[src/sv/bez_level.sv]
`timescale 1ns / 1ps
// One de Casteljau level: exact lerps a*2^F + t*(b - a) over a three-stage pipeline.
module bez_level #(
   parameter int F       = 16,
   parameter int IN_BITS = 16,
   parameter int N_OUT   = 3
) (
   input  logic                             clock,
   input  logic                             reset,
   input  logic                             in_valid,
   input  logic [F:0]                       in_t,
   input  logic signed [IN_BITS-1:0]        in_x [N_OUT+1],
   input  logic signed [IN_BITS-1:0]        in_y [N_OUT+1],
   output logic                             out_valid,
   output logic [F:0]                       out_t,
   output logic signed [IN_BITS+F-1:0]      out_x [N_OUT],
   output logic signed [IN_BITS+F-1:0]      out_y [N_OUT]
);

   localparam int OUT_BITS = IN_BITS + F;
   localparam int D_BITS   = IN_BITS + 1;
   localparam int LO_BITS  = (D_BITS + 1) / 2;
   localparam int HI_BITS  = D_BITS - LO_BITS;
   localparam int PL_BITS  = F + 1 + LO_BITS;
   localparam int PH_BITS  = F + 2 + HI_BITS;

   logic signed [IN_BITS-1:0] pt [2][N_OUT+1];

   logic             s1_valid_ff, s2_valid_ff, s3_valid_ff;
   logic [F:0]       s1_t_ff, s2_t_ff, s3_t_ff;

   assign pt[0] = in_x;
   assign pt[1] = in_y;

   always_ff @(posedge clock) begin
      if (reset) begin
         s1_valid_ff <= 1'b0;
         s2_valid_ff <= 1'b0;
         s3_valid_ff <= 1'b0;
      end else begin
         s1_valid_ff <= in_valid;
         s2_valid_ff <= s1_valid_ff;
         s3_valid_ff <= s2_valid_ff;
      end
   end

   always_ff @(posedge clock) begin
      s1_t_ff <= in_t;
      s2_t_ff <= s1_t_ff;
      s3_t_ff <= s2_t_ff;
   end

   for (genvar ax = 0; ax < 2; ax++) begin : g_axis
      for (genvar ln = 0; ln < N_OUT; ln++) begin : g_lane
         logic signed [IN_BITS-1:0] a_s1_ff, a_s2_ff;
         logic signed [D_BITS-1:0]  d_in, d_ff;
         logic [PL_BITS-1:0]        pl_in, pl_ff;
         logic signed [PH_BITS-1:0] ph_in, ph_ff;
         logic [OUT_BITS-1:0]       o_in, o_ff;

         assign d_in  = D_BITS'(pt[ax][ln+1]) - D_BITS'(pt[ax][ln]);
         assign pl_in = PL_BITS'(s1_t_ff) * PL_BITS'(d_ff[LO_BITS-1:0]);
         assign ph_in = PH_BITS'($signed({1'b0, s1_t_ff}))
                      * PH_BITS'($signed(d_ff[D_BITS-1:LO_BITS]));
         assign o_in  = (OUT_BITS'(a_s2_ff) << F)
                      + (OUT_BITS'(ph_ff) << LO_BITS)
                      + OUT_BITS'(pl_ff);

         always_ff @(posedge clock) begin
            a_s1_ff <= pt[ax][ln];
            d_ff    <= d_in;
            a_s2_ff <= a_s1_ff;
            pl_ff   <= pl_in;
            ph_ff   <= ph_in;
            o_ff    <= o_in;
         end

         if (ax == 0) begin : g_x
            assign out_x[ln] = $signed(o_ff);
         end else begin : g_y
            assign out_y[ln] = $signed(o_ff);
         end
      end
   end

   assign out_valid = s3_valid_ff;
   assign out_t     = s3_t_ff;

endmodule

[config.mk]
export PLATFORM = sky130hd
export DESIGN_NAME = bez_level
export DESIGN_NICKNAME = d
export VERILOG_FILES = /design/src/sv/bez_level.sv
export SDC_FILE = /design/constraint.sdc
export NUM_CORES = 2
export LEC_CHECK = 0
export BUFFER_PORTS_ARGS = -buffer_cell sky130_fd_sc_hd__buf_2
export CORE_ASPECT_RATIO = 1.75
export CORE_MARGIN = 8
export CORE_UTILIZATION = 28
export CTS_CLUSTER_SIZE = 40
export DETAILED_ROUTE_END_ITERATION = 8
export HOLD_SLACK_MARGIN = 0.08
export PLACE_DENSITY = 0.52
export SETUP_SLACK_MARGIN = 0.1
export SYNTH_ARGS = -nofsm -noshare
export SYNTH_HDL_FRONTEND = slang
export SYNTH_SLANG_ARGS = --single-unit
[constraint.sdc]
create_clock -name clock -period 5.8 [get_ports clock]
set_input_delay 0.29 -clock clock [delete_from_list [all_inputs] [get_ports clock]]
set_output_delay 0.29 -clock clock [all_outputs]
set_load 0.02 [all_outputs]
==> reports/metrics.yaml <==
finalMaxSlewViolations: 0
synth_common_cells: "1,729 x inv_1, 1,254 x fa_1, 1,163 x and2_1"
syn_area_sq_um: 83500
fin_crit_sh_pct: 94.4
wl_microns: 262000
hp-start: "in_x[0]"
holdWs_ns: 0.120
grt_pass1_vias: 68300
die_w_microns: 429
synth_fp_nets: 11100
fin_worst_skew_ns: 0.0466
period_minus_slack_ns: 5.47
gp_congestion: 0.869
rsz0062_at_grt: "yes"
cts_buffer_depth: 3
cts_tree: "built"
final_nets: 11600
hold_class: "input pin to flop"
synth_top_family_by_area: "adder cells"
vias: 61000
grt_max_degree: 64
hold_end: "g_axis[0].g_lane[2].d_ff[0]$_DFF_P_"
io_pins: 358
die-area_sq_um: 317000
coreArea_sq_um: 297000
dieHeight_microns: 739
reg2reg_to: "g_axis[0].g_lane[1].pl_ff[24]$_DFF_P_"
port_buffers: 357
crit_type: "flop to flop"
dp_slack_ns: 0.0130
worstPathArrival_ns: 6.09
yosys.area_share.simple_pct: 15.2
tns_ns: 0
gr-total-overflow: 0
cts_buffers: 94
placed_cell_area_sq_um: 90600
synthFlopType: "dfxtp_1"
r2r_start: "s1_t_ff[1]$_DFF_P_"
clk_latency_ns: 0.74
timing.final.ws_setup_ns: 0.327
antenna_found_initial: 17
hpwl_microns: 211000
synth_compound_area_share_pct: 7.85
cts.sinks: 834
synthMuxAreaShare_pct: 0.124
syn_inst: 8867
yosys_warnings: 0
synth-xor-area-share_pct: 4.54
crit_required_ns: 6.42
reg2reg_depth: 21
hold_viol: 0
synthTopCellsByArea: "fa_1 30%, dfxtp_1 20%, ha_1 13%, and2_1 8.7%, inv_1 7.8%"
track_usage_pct: 16.2
syn_avg_cell_area_sq_um: 9.42
status: "complete, no violations"
ys_seq_area_share_pct: 20.0
synthArstFlopShare_pct: 0
hold_depth: 4
fp-row-count: 265
drc: 0
maxCapViolations: 0
avgRoutedWirePerCell_microns: 19.7
crit_fanout: 24
dr.pass1.iters: 9
path_clk_slew_ns: 0.07
synthAdderAreaFrac_pct: 43.0
crit_path_start_kind: "flop"
synth_enable_flop_cells: 0
fmax_mhz: 183
cp-end-kind: "flop"
tightest_slew_ns: 1.03
viasPerCell: 4.59
grt_pass1_wl_microns: 399000
h-tree-depth: 3
drive_gt1_share_pct: 8.05
start_util_pct: 28.1
synth_cell_types: 81
setup_viol_count_final: 0
rrSetupSlack_ns: 0.33
dr.first_iter.drc_count: 2708
syn_to_final_growth_pct: 14.4
ys_ff_latch: 834
synth_top_area_share_pct: 30.1
root_buffer: "clkbuf_16"
timing.slew.headroom_pct: 30.9
yosysTopAreaCell: "fa_1"
finish.instance_area_sq_um: 95600
detail-route-antenna-nets: 0
yosysMostFrequentCell: "inv_1"
==> kinds of logic (layout without fill, tap and decap cells) <==
kind of cell,after synthesis,count (layout)
adder cells (fa/ha/maj),2118,2118
flip-flops,834,834
XOR/XNOR,433,433
AO/OA/AOI/OAI,1006,1006
AND/OR/NAND/NOR,2405,2405
other,0,10
multiplexers,10,10
buffers and inverters,2061,2595
==> timing repair <==
| item | 4_1_cts | 5_1_grt |
|---|---|---|
| endpoints found under the hold margin | 193 | 0 |
| buffers inserted | 0 | 8 |
| gates cloned | 0 | 0 |
| gates resized for setup | 1 | 4 |
| endpoints found under the setup margin | 1 | 18 |
| hold buffers | 155 | 0 |
==> metrics by stage <==
stage	instances	util, %
floorplan	8867	-
global placement	12900	30.4
detailed placement	12900	30.4
CTS	13300	32.1
global route	13300	32.1
finish	13300	32.1
==> sequential cells by signal, indices dropped and copies added (netlist names) <==
| register | count |
|---|---|
| s1_valid_ff | 1 |
| g_axis.g_lane.a_s2_ff | 96 |
| g_axis.g_lane.ph_ff | 138 |
| g_axis.g_lane.pl_ff | 156 |
| s1_t_ff | 17 |
| out_t | 17 |
| g_axis.g_lane.a_s1_ff | 96 |
| g_axis.g_lane.d_ff | 102 |
| out_valid | 1 |
| s2_t_ff | 17 |
| g_axis.g_lane.o_ff | 192 |
| s2_valid_ff | 1 |
==> cell type report <==
class,instances,area [sq um]
antenna,10,25.0
clock buffer,118,2610
clock inverter,50,682
fill,30700,202000
inverter,1729,6490
multi-input combinational,5972,59100
sequential,834,16800
tap,3871,4840
timing repair buffer,698,5070
==> per-layer routing <==
layer  GRT usage (%)  vias up  part of all wire [%]
li1                -    28100                     -
met1            17.3    31000                    37
met2            31.9     1383                    54
met3            1.91      434                   3.9
met4            6.62        2                   4.7
met5               0        -                0.0061
==> placed cells by master (no fill, tap or decap), drive strengths merged, types with 11 or more instances in the layout <==
cell / count
a21o: 189
clkbuf: 119
nor3: 47
nand4: 29
o21a: 62
xor2: 121
nand2: 645
bufinv: 12
and2: 1163
dlygate4sd3: 155
xnor2: 312
buf: 542
nand2b: 81
a21boi: 25
dfxtp: 834
o21ai: 167
inv: 1751
nand3: 47
a21oi: 318
o211ai: 19
nor2b: 52
and3: 23
o21bai: 41
ha: 864
a211oi: 31
o31ai: 12
a31oi: 27
a221oi: 13
a2111oi: 11
fa: 1254
clkinv: 11
and4: 12
nor2: 263
==> worst max-delay path by stage <==
stage / startpoint / depth (start not counted) / end
after floorplan: s1_t_ff[15]$_DFF_P_ / 21 / g_axis[0].g_lane[1].pl_ff[24]$_DFF_P_
after global routing: s1_t_ff[1]$_DFF_P_ / 21 / g_axis[0].g_lane[1].pl_ff[24]$_DFF_P_
after CTS: s1_t_ff[1]$_DFF_P_ / 16 / g_axis[0].g_lane[2].pl_ff[18]$_DFF_P_
final: s1_t_ff[1]$_DFF_P_ / 21 / g_axis[0].g_lane[1].pl_ff[24]$_DFF_P_
after detailed placement: s1_t_ff[1]$_DFF_P_ / 16 / g_axis[0].g_lane[2].pl_ff[18]$_DFF_P_
after global placement: s1_t_ff[1]$_DFF_P_ / 16 / g_axis[0].g_lane[2].pl_ff[18]$_DFF_P_
==> worst max-delay path, stage by stage (launching register included) <==
cell and delay (ns):
dfxtp_4 0.73, buf_4 0.39, buf_4 0.19, nand2_1 0.06
fa_1 0.48, inv_1 0.05, ha_1 0.26, ha_1 0.18
inv_1 0.08, fa_1 0.41, inv_1 0.06, ha_1 0.16
inv_1 0.06, fa_1 0.47, nand2b_1 0.19, a21oi_1 0.18
o221ai_1 0.18, a21oi_1 0.32, a41oi_1 0.31, a21oi_1 0.34
or4b_1 0.16, nand3_1 0.07
Power is left out: the tool's default activity adds up to more than one toggle a clock period on the data nets, which glitch-free logic cannot reach.
